[config.mk]
export PLATFORM = sky130hd
export DESIGN_NAME = hex_record_page_writer_flat
export DESIGN_NICKNAME = d
export VERILOG_FILES = /design/src/design/hrpw_pkg.sv /design/src/design/hrpw_char_if.sv /design/src/design/hrpw_spi_if.sv /design/src/design/hex_record_page_writer.sv /design/src/design/hrpw_front.sv /design/src/design/hrpw_cmd_fifo.sv /design/src/design/hrpw_back.sv /design/src/flat_wrapper.sv
export SDC_FILE = /design/constraint.sdc
export NUM_CORES = 1
export LEC_CHECK = 0
export BUFFER_PORTS_ARGS = -buffer_cell sky130_fd_sc_hd__buf_2
export CORE_UTILIZATION = 45
export DETAILED_ROUTE_END_ITERATION = 10
export GPL_TIMING_DRIVEN = 0
export PLACE_DENSITY = 0.61
export SLEW_MARGIN = 20
export SYNTH_ARGS = -nofsm -noshare
export SYNTH_HDL_FRONTEND = slang
export SYNTH_SLANG_ARGS = --single-unit
[constraint.sdc]
create_clock -name clk -period 7.4 [get_ports clk]
set_input_delay 0.74 -clock clk [delete_from_list [all_inputs] [get_ports clk]]
set_output_delay 0.74 -clock clk [all_outputs]
set_load 0.02 [all_outputs]
[src/design/hrpw_pkg.sv]
// shared types and constants for the hex record page writer
// no dependencies; imported by every module of the block
package hrpw_pkg;

  // default page size in bytes
  localparam int PAGE_BYTES_DEF = 64;

  // depth of the command queue between parser and framer
  localparam int CMD_DEPTH = 4;

  // character codes
  localparam logic [7:0] CHAR_LF    = 8'd10;
  localparam logic [7:0] CHAR_ZERO  = 8'h30;
  localparam logic [7:0] CHAR_UPPER = 8'h41;
  localparam logic [7:0] ALPHA_GAP  = 8'd7;

  // frame header bytes
  localparam logic [7:0] SYNC_BYTE0 = 8'hAA;
  localparam logic [7:0] SYNC_BYTE1 = 8'h55;
  localparam logic [7:0] WRITE_CMD  = 8'h50;

  // character positions within a line
  localparam logic [9:0] POS_MAX      = 10'd1023;
  localparam logic [9:0] POS_LEN_LAST = 10'd2;
  localparam logic [9:0] POS_ADDR_1ST = 10'd3;
  localparam logic [9:0] POS_ADDR_LST = 10'd6;
  localparam logic [9:0] POS_TYPE_LST = 10'd8;

  // one data byte handed from parser to framer
  typedef struct packed {
    logic [7:0]  data;
    logic        hdr;
    logic [15:0] addr;
    logic        last;
  } hrpw_cmd_t;

  // queue status seen by both sides
  typedef struct packed {
    logic full;
    logic empty;
  } hrpw_q_status_t;

endpackage

[src/design/hrpw_char_if.sv]
// character input channel: valid/ready handshake carrying one ASCII code
// no dependencies
interface hrpw_char_if;
  logic       valid;
  logic       ready;
  logic [7:0] char_code;

  modport source (output valid, output char_code, input ready);
  modport sink   (input valid, input char_code, output ready);
endinterface

[src/design/hrpw_spi_if.sv]
// serial byte output channel: valid/ready handshake with frame markers
// no dependencies
interface hrpw_spi_if;
  logic       valid;
  logic       ready;
  logic [7:0] spi_byte;
  logic       frame_start;
  logic       frame_end;
  logic       last_of_run;

  modport source (output valid, output spi_byte, output frame_start,
                  output frame_end, output last_of_run, input ready);
  modport sink   (input valid, input spi_byte, input frame_start,
                  input frame_end, input last_of_run, output ready);
endinterface

[src/design/hex_record_page_writer.sv]
// top level of the hex record page writer: parser, command queue, frame builder
// depends on hrpw_pkg, hrpw_char_if, hrpw_spi_if, hrpw_front, hrpw_cmd_fifo, hrpw_back
//
//   channel   dir  payload                                          items
//   char_ch   in   char_code[7:0]                                   one per line char
//   spi_ch    out  spi_byte[7:0] frame_start frame_end last_of_run  0, 1 or 6 per char
//
// one character is taken per cycle while the 4-entry command queue has room
// each data byte makes one output byte, six when it opens a frame; the frame
// builder draining one byte per cycle while spi_ch.ready is high sets the sustained output rate
// spi_ch.ready held low stalls the builder, the queue fills, then char_ch.ready drops
// synchronous reset, char_ch.ready is low while rst is high; no clearing pass
module hex_record_page_writer #(
  parameter int PAGE_BYTES = hrpw_pkg::PAGE_BYTES_DEF
) (
  input logic        clk,
  input logic        rst,
  hrpw_char_if.sink  char_ch,
  hrpw_spi_if.source spi_ch
);
  import hrpw_pkg::*;

  logic           push;
  logic           pop;
  hrpw_cmd_t      push_cmd;
  hrpw_cmd_t      pop_cmd;
  hrpw_q_status_t q_status;

  // character parser
  hrpw_front #(
    .PAGE_BYTES (PAGE_BYTES)
  ) u_front (
    .clk      (clk),
    .rst      (rst),
    .char_ch  (char_ch),
    .push     (push),
    .push_cmd (push_cmd),
    .q_status (q_status)
  );

  // command queue
  hrpw_cmd_fifo u_fifo (
    .clk      (clk),
    .rst      (rst),
    .push     (push),
    .push_cmd (push_cmd),
    .pop      (pop),
    .pop_cmd  (pop_cmd),
    .q_status (q_status)
  );

  // frame builder
  hrpw_back u_back (
    .clk      (clk),
    .rst      (rst),
    .cmd      (pop_cmd),
    .q_status (q_status),
    .pop      (pop),
    .spi_ch   (spi_ch)
  );

endmodule

[src/design/hrpw_front.sv]
// line parser: decodes hex characters, tracks page position, issues data commands
// depends on hrpw_pkg and hrpw_char_if
module hrpw_front #(
  parameter int PAGE_BYTES = hrpw_pkg::PAGE_BYTES_DEF
) (
  input  logic                    clk,
  input  logic                    rst,
  hrpw_char_if.sink               char_ch,
  output logic                    push,
  output hrpw_pkg::hrpw_cmd_t     push_cmd,
  input  hrpw_pkg::hrpw_q_status_t q_status
);
  import hrpw_pkg::*;

  localparam int OFS_W = $clog2(PAGE_BYTES);
  localparam logic [OFS_W:0]   PAGE_W   = (OFS_W+1)'(PAGE_BYTES);
  localparam logic [OFS_W-1:0] OFS_LAST = OFS_W'(PAGE_BYTES - 1);
  localparam int WRAP_REM_I = (PAGE_BYTES - (65536 % PAGE_BYTES)) % PAGE_BYTES;
  localparam logic [OFS_W-1:0] WRAP_REM = OFS_W'(WRAP_REM_I);

  logic [9:0]       char_position;
  logic [7:0]       record_length;
  logic [15:0]      chunk_address;
  logic [OFS_W-1:0] chunk_rem;
  logic [3:0]       high_nibble;
  logic [7:0]       data_index;
  logic [OFS_W-1:0] page_offset;
  logic             frame_open;

  logic             accept;
  logic [7:0]       code;
  logic [7:0]       dec_v;
  logic [3:0]       nib;
  logic [OFS_W-1:0] rem_in;
  logic [OFS_W-1:0] rem_new;
  logic             take_data;
  logic             page_end;
  logic             rec_end;
  logic [15:0]      page_base;
  logic [16:0]      next_sum;

  // remainder of (r * 16 + n) by the page size, one bit at a time
  function automatic logic [OFS_W-1:0] rem_step(input logic [OFS_W-1:0] r,
                                                input logic [3:0] n);
    logic [OFS_W:0] t;
    t = {1'b0, r};
    for (int i = 3; i >= 0; i--) begin
      t = {t[OFS_W-1:0], n[i]};
      if (t >= PAGE_W) begin
        t = t - PAGE_W;
      end
    end
    return t[OFS_W-1:0];
  endfunction

  assign accept = char_ch.valid && char_ch.ready;
  assign char_ch.ready = !rst && !q_status.full;
  assign code = char_ch.char_code;

  // nibble decode, lower case and junk fall out of the same arithmetic
  always_comb begin
    dec_v = code - CHAR_ZERO;
    if (code >= CHAR_UPPER) begin
      dec_v = dec_v - ALPHA_GAP;
    end
    nib = dec_v[3:0];
  end

  // running remainder of the address restarts at its first digit
  assign rem_in  = (char_position == POS_ADDR_1ST) ? '0 : chunk_rem;
  assign rem_new = rem_step(rem_in, nib);

  // data byte on the low-nibble character while the record still has bytes
  assign take_data = (code != CHAR_LF) && (char_position > POS_TYPE_LST) &&
                     !char_position[0] && (data_index < record_length);
  assign page_end  = (page_offset == OFS_LAST);
  assign rec_end   = ((data_index + 8'd1) == record_length);

  // start of next page, wrapping at 16 bits
  assign page_base = chunk_address - 16'(chunk_rem);
  assign next_sum  = {1'b0, page_base} + 17'(PAGE_BYTES);

  assign push          = accept && take_data;
  assign push_cmd.data = {high_nibble, nib};
  assign push_cmd.hdr  = !frame_open;
  assign push_cmd.addr = chunk_address;
  assign push_cmd.last = page_end || rec_end;

  // parse state
  always_ff @(posedge clk) begin
    if (rst) begin
      char_position <= '0;
      record_length <= '0;
      chunk_address <= '0;
      chunk_rem     <= '0;
      high_nibble   <= '0;
      data_index    <= '0;
      page_offset   <= '0;
      frame_open    <= 1'b0;
    end else if (accept) begin
      if (code == CHAR_LF) begin
        char_position <= '0;
        data_index    <= '0;
        frame_open    <= 1'b0;
      end else begin
        if (char_position < POS_MAX) begin
          char_position <= char_position + 10'd1;
        end
        if (char_position == '0) begin
          // start code, skipped
        end else if (char_position <= POS_LEN_LAST) begin
          record_length <= {record_length[3:0], nib};
        end else if (char_position <= POS_ADDR_LST) begin
          chunk_address <= {chunk_address[11:0], nib};
          chunk_rem     <= rem_new;
          if (char_position == POS_ADDR_LST) begin
            page_offset <= rem_new;
          end
        end else if (char_position <= POS_TYPE_LST) begin
          // record type, ignored
        end else if (char_position[0]) begin
          high_nibble <= nib;
        end else if (take_data) begin
          data_index <= data_index + 8'd1;
          frame_open <= !(page_end || rec_end);
          if (page_end) begin
            page_offset   <= '0;
            chunk_address <= next_sum[15:0];
            chunk_rem     <= next_sum[16] ? WRAP_REM : '0;
          end else begin
            page_offset <= page_offset + OFS_W'(1);
          end
        end
      end
    end
  end

endmodule

[src/design/hrpw_cmd_fifo.sv]
// short command queue between the parser and the frame builder
// depends on hrpw_pkg
module hrpw_cmd_fifo (
  input  logic                     clk,
  input  logic                     rst,
  input  logic                     push,
  input  hrpw_pkg::hrpw_cmd_t      push_cmd,
  input  logic                     pop,
  output hrpw_pkg::hrpw_cmd_t      pop_cmd,
  output hrpw_pkg::hrpw_q_status_t q_status
);
  import hrpw_pkg::*;

  localparam int PTR_W = $clog2(CMD_DEPTH);

  hrpw_cmd_t        entries [CMD_DEPTH];
  logic [PTR_W-1:0] wr_ptr;
  logic [PTR_W-1:0] rd_ptr;
  logic [PTR_W:0]   count;

  assign q_status.full  = (count == (PTR_W+1)'(CMD_DEPTH));
  assign q_status.empty = (count == '0);
  assign pop_cmd        = entries[rd_ptr];

  // storage
  always_ff @(posedge clk) begin
    if (push) begin
      entries[wr_ptr] <= push_cmd;
    end
  end

  // pointers and fill count
  always_ff @(posedge clk) begin
    if (rst) begin
      wr_ptr <= '0;
      rd_ptr <= '0;
      count  <= '0;
    end else begin
      if (push) begin
        wr_ptr <= wr_ptr + PTR_W'(1);
      end
      if (pop) begin
        rd_ptr <= rd_ptr + PTR_W'(1);
      end
      unique case ({push, pop})
        2'b10:   count <= count + (PTR_W+1)'(1);
        2'b01:   count <= count - (PTR_W+1)'(1);
        default: count <= count;
      endcase
    end
  end

endmodule

[src/design/hrpw_back.sv]
// frame builder: expands each queued data byte into header and data transfers
// depends on hrpw_pkg and hrpw_spi_if
module hrpw_back (
  input  logic                     clk,
  input  logic                     rst,
  input  hrpw_pkg::hrpw_cmd_t      cmd,
  input  hrpw_pkg::hrpw_q_status_t q_status,
  output logic                     pop,
  hrpw_spi_if.source               spi_ch
);
  import hrpw_pkg::*;

  typedef enum logic [2:0] {
    ST_SYNC0,
    ST_SYNC1,
    ST_CMD,
    ST_ADDR_HI,
    ST_ADDR_LO,
    ST_DATA
  } step_t;

  step_t step;
  step_t cur;
  step_t step_next;
  logic  load;

  // commands without a header go straight to their data byte
  assign cur  = cmd.hdr ? step : ST_DATA;
  assign load = !q_status.empty && (!spi_ch.valid || spi_ch.ready);
  assign pop  = load && (cur == ST_DATA);

  always_comb begin
    unique case (step)
      ST_SYNC0:   step_next = ST_SYNC1;
      ST_SYNC1:   step_next = ST_CMD;
      ST_CMD:     step_next = ST_ADDR_HI;
      ST_ADDR_HI: step_next = ST_ADDR_LO;
      default:    step_next = ST_DATA;
    endcase
  end

  // step counter and output register
  always_ff @(posedge clk) begin
    if (rst) begin
      step         <= ST_SYNC0;
      spi_ch.valid <= 1'b0;
    end else begin
      if (load) begin
        spi_ch.valid       <= 1'b1;
        spi_ch.frame_start <= (cur == ST_SYNC0);
        spi_ch.frame_end   <= (cur == ST_DATA) && cmd.last;
        spi_ch.last_of_run <= (cur == ST_DATA);
        unique case (cur)
          ST_SYNC0:   spi_ch.spi_byte <= SYNC_BYTE0;
          ST_SYNC1:   spi_ch.spi_byte <= SYNC_BYTE1;
          ST_CMD:     spi_ch.spi_byte <= WRITE_CMD;
          ST_ADDR_HI: spi_ch.spi_byte <= cmd.addr[15:8];
          ST_ADDR_LO: spi_ch.spi_byte <= cmd.addr[7:0];
          default:    spi_ch.spi_byte <= cmd.data;
        endcase
        step <= (cur == ST_DATA) ? ST_SYNC0 : step_next;
      end else if (spi_ch.ready) begin
        spi_ch.valid <= 1'b0;
      end
    end
  end

endmodule

[src/flat_wrapper.sv]
// flat-port wrapper written by rule: the top's interface ports become plain ports
module hex_record_page_writer_flat import hrpw_pkg::*;
#(
  parameter int PAGE_BYTES = hrpw_pkg::PAGE_BYTES_DEF
)
  (clk, rst, char_ch_valid, char_ch_char_code, char_ch_ready, spi_ch_valid, spi_ch_spi_byte, spi_ch_frame_start, spi_ch_frame_end, spi_ch_last_of_run, spi_ch_ready);
  hrpw_char_if char_ch_i ();
  hrpw_spi_if spi_ch_i ();
  input logic clk;
  input logic rst;
  input wire logic [$bits(char_ch_i.valid)-1:0] char_ch_valid;
  input wire logic [$bits(char_ch_i.char_code)-1:0] char_ch_char_code;
  output wire logic [$bits(char_ch_i.ready)-1:0] char_ch_ready;
  output wire logic [$bits(spi_ch_i.valid)-1:0] spi_ch_valid;
  output wire logic [$bits(spi_ch_i.spi_byte)-1:0] spi_ch_spi_byte;
  output wire logic [$bits(spi_ch_i.frame_start)-1:0] spi_ch_frame_start;
  output wire logic [$bits(spi_ch_i.frame_end)-1:0] spi_ch_frame_end;
  output wire logic [$bits(spi_ch_i.last_of_run)-1:0] spi_ch_last_of_run;
  input wire logic [$bits(spi_ch_i.ready)-1:0] spi_ch_ready;
  assign char_ch_i.valid = char_ch_valid;
  assign char_ch_i.char_code = char_ch_char_code;
  assign char_ch_ready = char_ch_i.ready;
  assign spi_ch_valid = spi_ch_i.valid;
  assign spi_ch_spi_byte = spi_ch_i.spi_byte;
  assign spi_ch_frame_start = spi_ch_i.frame_start;
  assign spi_ch_frame_end = spi_ch_i.frame_end;
  assign spi_ch_last_of_run = spi_ch_i.last_of_run;
  assign spi_ch_i.ready = spi_ch_ready;
  hex_record_page_writer #(.PAGE_BYTES(PAGE_BYTES)) u_core (.clk(clk), .rst(rst), .char_ch(char_ch_i), .spi_ch(spi_ch_i));
endmodule
# After elaboration in Yosys (flattened, before gate mapping)
# Memory sizes are Yosys's and may differ from the RTL's. A register that Yosys moved wholly into a read port is not among the register bits.
# Cells that the tools add are included.
dict set report word_totals {
  n_memories 1
  mem_bits_rw 104
  register_bits 81
  out_inout_bits 13
}
dict set report classes {
  mux 49
  reduce_logical 35
  n_lt_le_gt_ge 11
  bitwise 6
  eq_ne 25
  add_sub_neg 15
}
# name depth word_bits read_ports rd_ports_with_merged_regs wr line_no
set mem_list {}
lappend mem_list {u_core.u_fifo.entries 4 26 1 1 1 hrpw_cmd_fifo.sv:16} ;# hrpw_cmd_t entries [CMD_DEPTH];
# op count
set ops {}
lappend ops {{6-bit 2-to-1 mux} 16}
lappend ops {{16-bit 2-to-1 mux} 5}
lappend ops {{8-bit 2-to-1 mux} 7}
lappend ops {{8-bit one-hot mux with 5 select lines} 1}
lappend ops {{7-bit greater-or-equal comparator, second input constant} 4}
lappend ops {{6-bit by 1-bit subtractor with 6-bit output, second input constant} 4}
lappend ops {{10-bit 2-to-1 mux} 2}
lappend ops {{16-bit by 7-bit adder with 16-bit output, second input constant} 1}
lappend ops {{8-bit AND reduction} 2}
lappend ops {{16-bit by 6-bit subtractor with 16-bit output} 1}
lappend ops {{7-bit AND reduction} 2}
lappend ops {{3-bit by 2-bit == test with 1-bit output, second input constant} 4}
lappend ops {{3-bit one-hot mux with 4 select lines} 1}
lappend ops {{2-bit nonzero test} 6}
lappend ops {{1-bit 2-to-1 mux} 11}
lappend ops {{10-bit by 1-bit adder with 10-bit output, second input constant} 1}
lappend ops {{10-bit by 2-bit == test with 1-bit output, second input constant} 1}
lappend ops {{10-bit by 3-bit == test with 1-bit output, second input constant} 1}
lappend ops {{10-bit by 4-bit > comparator with 1-bit output, second input constant} 1}
lappend ops {{10-bit by 2-bit less-or-equal comparator with 1-bit output, second input constant} 1}
lappend ops {{10-bit by 3-bit less-or-equal comparator with 1-bit output, second input constant} 1}
lappend ops {{10-bit by 4-bit less-or-equal comparator with 1-bit output, second input constant} 1}
lappend ops {{10-bit logical NOT} 1}
lappend ops {{10-bit < comparator, second input constant} 1}
lappend ops {{30 further kinds} 65}

# Logic depth before layout (Yosys ltp)
dict set report depth {
  word_depth 13
  ltp_mapped 13
  mapped_depth_nobuf 13
}

# Hierarchy
# Synthesis repeated with hierarchy kept, for this count alone.
dict set report hier_totals {
  hier_cells 771
  hier_area_um2 9058.7
}
# module area_each_um2 instances seq_area_each_um2 cells_per_inst
set by_module_without_submodules {}
lappend by_module_without_submodules {hrpw_cmd_fifo 4231.6 1 3303.2 183}
lappend by_module_without_submodules {hrpw_front 3982.6 1 1181.1 503}
lappend by_module_without_submodules {hrpw_back 844.6 1 410.4 85}

# Worst setup path after synthesis
# No wires, ideal clock.
dict set report synth_timing {
  path_kind {input to register}
  start {input port char_ch_char_code[0]}
  end {memory u_core.u_fifo.entries[0][0] in the netlist's numbering, enable pin}
  setup_slack_ns 4.109
  required_time_ns 7.015
  path_stages 8
  n_path_buf 2
  setup_time_ns 0.385
  arrival_ns 2.906
  cell_sequence {inv_1 ha_1 and4b_1 clkbuf_1 nor4b_1 and3_1 clkbuf_1 and2_1}
}
dict set report synth_via {
  elab_chain_len 7
}
# item line_no
set synth_lines {}
lappend synth_lines {{from (decl)} flat_wrapper.sv:12} ;# input wire logic [$bits(char_ch_i.char_code)-1:0] char_ch_char_code;
lappend synth_lines {{8-bit by 4-bit != test with 1-bit output} hrpw_front.sv:74} ;# assign take_data = (code != CHAR_LF) && (char_position > POS_TYPE_LST) &&
lappend synth_lines {{1-bit logical AND (2 in a row)} hrpw_front.sv:74}
lappend synth_lines {{1-bit logical AND} hrpw_front.sv:75} ;# !char_position[0] && (data_index < record_length);
lappend synth_lines {{1-bit logical AND} hrpw_front.sv:83} ;# assign push = accept && take_data;
lappend synth_lines {{1-bit 2-to-1 mux} hrpw_cmd_fifo.sv:27} ;# if (push) begin
lappend synth_lines {{1-bit 2-to-1 mux (implied by the code)} hrpw_cmd_fifo.sv:28} ;# entries[wr_ptr] <= push_cmd;
lappend synth_lines {{to (decl)} hrpw_cmd_fifo.sv:16}
# Every way passes these cells.

# Final worst setup path
dict set report layout_timing {
  start {input port char_ch_char_code[0]}
  end {memory u_core.u_fifo.entries[0][16] in the netlist's numbering, enable pin}
}
# The elaborated chain is that of the path after synthesis.

==> results.md <==
Global route:
- The total congestion overflow after global routing is 0.
- The first global-routing pass estimated 32200 um of wire.
- For this run, the total global-route usage over all layers was measured as 0.209.
- The via count of the first global-routing pass is between 6000 and 7000.
- The number of antenna violations at the first check in global routing is 0.
- Entering global routing, the biggest net connects 27 pins.

STA:
- Setup repair after global routing left no endpoint under its margin.
- The setup TNS is 0 ps.
- The slack of the critical path is 3730 ps.
- The max-slew violation count is 0.
- The worst pin sits at a relative slew slack of 0.367.
- The transition time at the pin with the least slew margin is 942 ps.
- The ratio of final minimum period to clock period is 0.496.
- The number of hold violations in the final report is 0.
- The time the final worst path needs with I/O delays and setup is 3670 ps.
- The final clock skew is 9.14 ps.
- The achievable frequency is 0.272 GHz.
- The count of final setup violators is 0.

Hold path:
- For hold timing, the worst endpoint is u_core.u_front.chunk_rem[2]$_SDFFE_PP0P_.
- The startpoint of the tightest hold check path is u_core.u_front.chunk_rem[2]$_SDFFE_PP0P_.
- Counting instances, the worst hold path has a depth of 2.
- The path class of the tightest hold or removal check is reg2reg.

Synthesis:
- The primary flip-flop cell chosen by synthesis mapping is edfxtp_1.
- In this run, distinct cell masters in the synthesized netlist total 62.
- The warning count from the yosys run is 0.
- The post-synthesis instance area is 9090 um^2.
- The post-synthesis cell type with the largest combined area is edfxtp_1.
- In the post-synthesis netlist, the cell with the most instances is edfxtp_1.
- Dividing the synthesized area by the synthesized cell count gives 11.5 um^2.
- The cell count after synthesis is 793.
- The share of synthesized area in the top cell type comes to 0.380.
- After synthesis the netlist holds a flip-flop and latch count of 187.
- The synthesized design contains 115 enable-type register cells.
- The number of nets in the synthesized netlist is 850.
- Sorting the synthesized cells by area gives the leading types as edfxtp_1, dfxtp_1, mux4_2.
- The part of the Yosys area used for sequential elements is 0.538.
- After synthesis, the most frequently instantiated cells are edfxtp_1, nor2_1, dfxtp_1.
- Counting flops with an async set or reset pin after synthesis yields a share of 0.

Critical path:
- The kind of end point of the critical path is a flop.
- The worst setup path is launched from an input port.
- The arrival time reported for the critical path endpoint is 3740 ps.
- The number of cells on the worst reg-to-reg path is 7.
- Along the worst path, the maximum fanout reaches 26.
- The critical path required time is 7470 ps.
- In this run the critical register-to-register path is launched from u_core.u_front.data_index[5]$_SDFFE_PP0P_.
- For flop-to-flop paths, the worst setup slack is 3800 ps.
- The critical path is of the in2reg type.
- In this run the critical register-to-register path is captured at u_core.u_fifo.entries[0][16]$_DFFE_PP_.

Routing:
- After detailed routing, the number of vias per cell comes to 5.61.
- Summed over all layers, the routed wires come to between 20000 and 25000 um.
- The via count is 6255.
- The final routed DRC violation total is 0.
- The routed length per instance is 18.6 um.
- Once detail routing completed, the nets flagged for antenna violations numbered 0.
- Before antenna repair, the detailed router went through 5 iterations.
- The detailed router finished its first iteration with about 430 violations.

Clock tree:
- The longest clock path from root to sink contains 2 buffers.
- In this run, post-CTS repair resized a total of 0 instances.
- TritonCTS built the clock tree.
- In this run, post-CTS hold repair placed 0 buffers.
- After clock tree synthesis, the setup repair step added 0 buffers.
- The clock tree root buffer cell is clkbuf_16.
- The clock drives 187 sinks.
- The clock slew at the register clock pins of the worst setup and hold paths is about 70 ps.
- The count of H-tree levels built during CTS is 4.
- Clock tree synthesis inserted a total of 17 buffers.
- The latest clock arrival within the worst-skew pair is 440 ps.

Cells and area:
- The proportion of layout cells with a drive suffix above 1 is 0.126.
- From synthesis to final layout, the design area changed by 11.3%.
- The number of standard cells in the final layout excluding fillers is approximately 1100.
- After routing the design area is 10100 um^2.
- The number of antenna repair diodes is 0.
- At the end of the flow, the number of nets in the layout was 893.
- The layout has about 1800 filler cells.

Floorplanning:
- The row count is 51.
- The die outline area is 20800 um^2.
- From left edge to right edge, the die measures 144 um.
- The I/O pin total is 25.
- The floorplan step defined a core boundary enclosing 19700 um^2.
- For this configuration, the core starts out at a cell density of 0.463.
- The die extent in y is between 100 and 150 um.

Placement:
- The number of port buffers is 24.
- After legalization and detailed placement, the total HPWL measured 14400 um.
- In this run the cell area measured after placement is 9550 um^2.
- Including well taps, the total number of placed cells is 1082.
- The placement-stage worst setup slack is 3360 ps.
- The congestion estimate from routability-driven global placement came to ~0.9.

Power and ir drop:
- In this run the static leakage power is 3.61 nW.
- Power spread over the standard cell area amounts to 202 nW/um^2.
- The worst IR drop on VDD is 0.143 mV.

Flow run:
- Max-cap violations in this run came to 0.

Run status:
- The run finished with clean final reports.
[critical path, cell delays in order]
cell and delay, ps:
buf_2 120, inv_1 90, ha_1 220, and4b_1 190
clkbuf_1 170, nor4b_1 670, and3_1 310, clkbuf_1 450
and2_2 760
[cell usage in the layout (no fill, tap or decap), types with 11 or more instances in the layout]
master | synthesis | final
buf_2 | 8 | 32
nand2_1 | 51 | 51
nand3_1 | 18 | 18
a21oi_1 | 48 | 48
o21ai_0 | 23 | 23
a211oi_1 | 14 | 14
nor3_1 | 15 | 15
mux4_2 | 25 | 25
xor2_1 | 15 | 15
dfxtp_1 | 72 | 72
xnor2_1 | 18 | 18
clkbuf_1 | 20 | 21
edfxtp_1 | 115 | 115
nand2b_1 | 11 | 11
clkbuf_16 | 0 | 17
inv_1 | 53 | 53
nor2_1 | 81 | 81
mux2i_1 | 14 | 14
ha_1 | 43 | 43
[flip-flops by register name, indices dropped and copies added (netlist names), named ones only]
signal                            cells
u_core.u_front.high_nibble            4
u_core.u_front.frame_open             1
u_core.u_front.record_length          8
u_core.u_fifo.entries               104
u_core.u_back.spi_ch.spi_byte         8
u_core.u_back.spi_ch.valid            1
u_core.u_back.spi_ch.last_of_run      1
u_core.u_front.page_offset            6
u_core.u_front.data_index             8
u_core.u_back.step                    3
u_core.u_back.spi_ch.frame_end        1
u_core.u_front.chunk_rem              6
u_core.u_back.spi_ch.frame_start      1
u_core.u_fifo.count                   3
u_core.u_fifo.wr_ptr                  2
u_core.u_fifo.rd_ptr                  2
u_core.u_front.chunk_address         16
u_core.u_front.char_position         10
[per-layer routing]
metal,share of wire,vias to the layer above,global-route usage
met3,0.041,13,0.0351
met5,0,-,0
met1,0.47,3109,0.277
met4,0.0081,0,0.0598
li1,-,2999,-
met2,0.48,134,0.351
[through the flow]
step | util | hold slack (ps) | power, mW
2_1_floorplan | - | 436 | 1.15
3_3_place_gp | 0.486 | 449 | 1.17
3_5_place_dp | 0.486 | 463 | 1.18
4_1_cts | 0.515 | 475 | 2.06
5_1_grt | 0.515 | 495 | 2.10
6_report | 0.515 | 479 | 2.05
[cell type report]
class	instances	area, um^2	area share
sequential	187	4890	0.484
clock buffer	18	429	0.0424
tap	265	332	0.0328
inverter	53	199	0.0197
multi-input combinational	518	3840	0.379
timing repair buffer	24	120	0.0119
clock inverter	14	141	0.0140
buffer	35	164	0.0162
[where the power goes]
part	total, mW	internal (mW)	switching (mW)
clock network	0.894	0.452	0.442
logic	0.0525	0.0155	0.0370
registers	1.10	1.10	0.00183
[logic make-up after synthesis]
family,synth area share
flops,0.538
mux,0.0798
simple gates,0.125
compound gates,0.122
xor+xnor,0.0318
buf+inv,0.0399
fa+ha+maj,0.0636
[how the worst max path moves through the flow]
stage	startpoint	to	slack, ps	cells after the start
floorplan	char_ch_char_code[0]	u_core.u_fifo.entries[0][0]$_DFFE_PP_	4110	8
global placement	char_ch_char_code[0]	u_core.u_fifo.entries[2][10]$_DFFE_PP_	2990	9
detailed placement	char_ch_char_code[0]	u_core.u_fifo.entries[0][10]$_DFFE_PP_	3360	9
CTS	char_ch_char_code[0]	u_core.u_fifo.entries[0][16]$_DFFE_PP_	3810	9
global route	char_ch_char_code[0]	u_core.u_fifo.entries[0][16]$_DFFE_PP_	3600	9
finish	char_ch_char_code[0]	u_core.u_fifo.entries[0][16]$_DFFE_PP_	3730	9
Note: power is estimated with default switching activity, not from simulation.
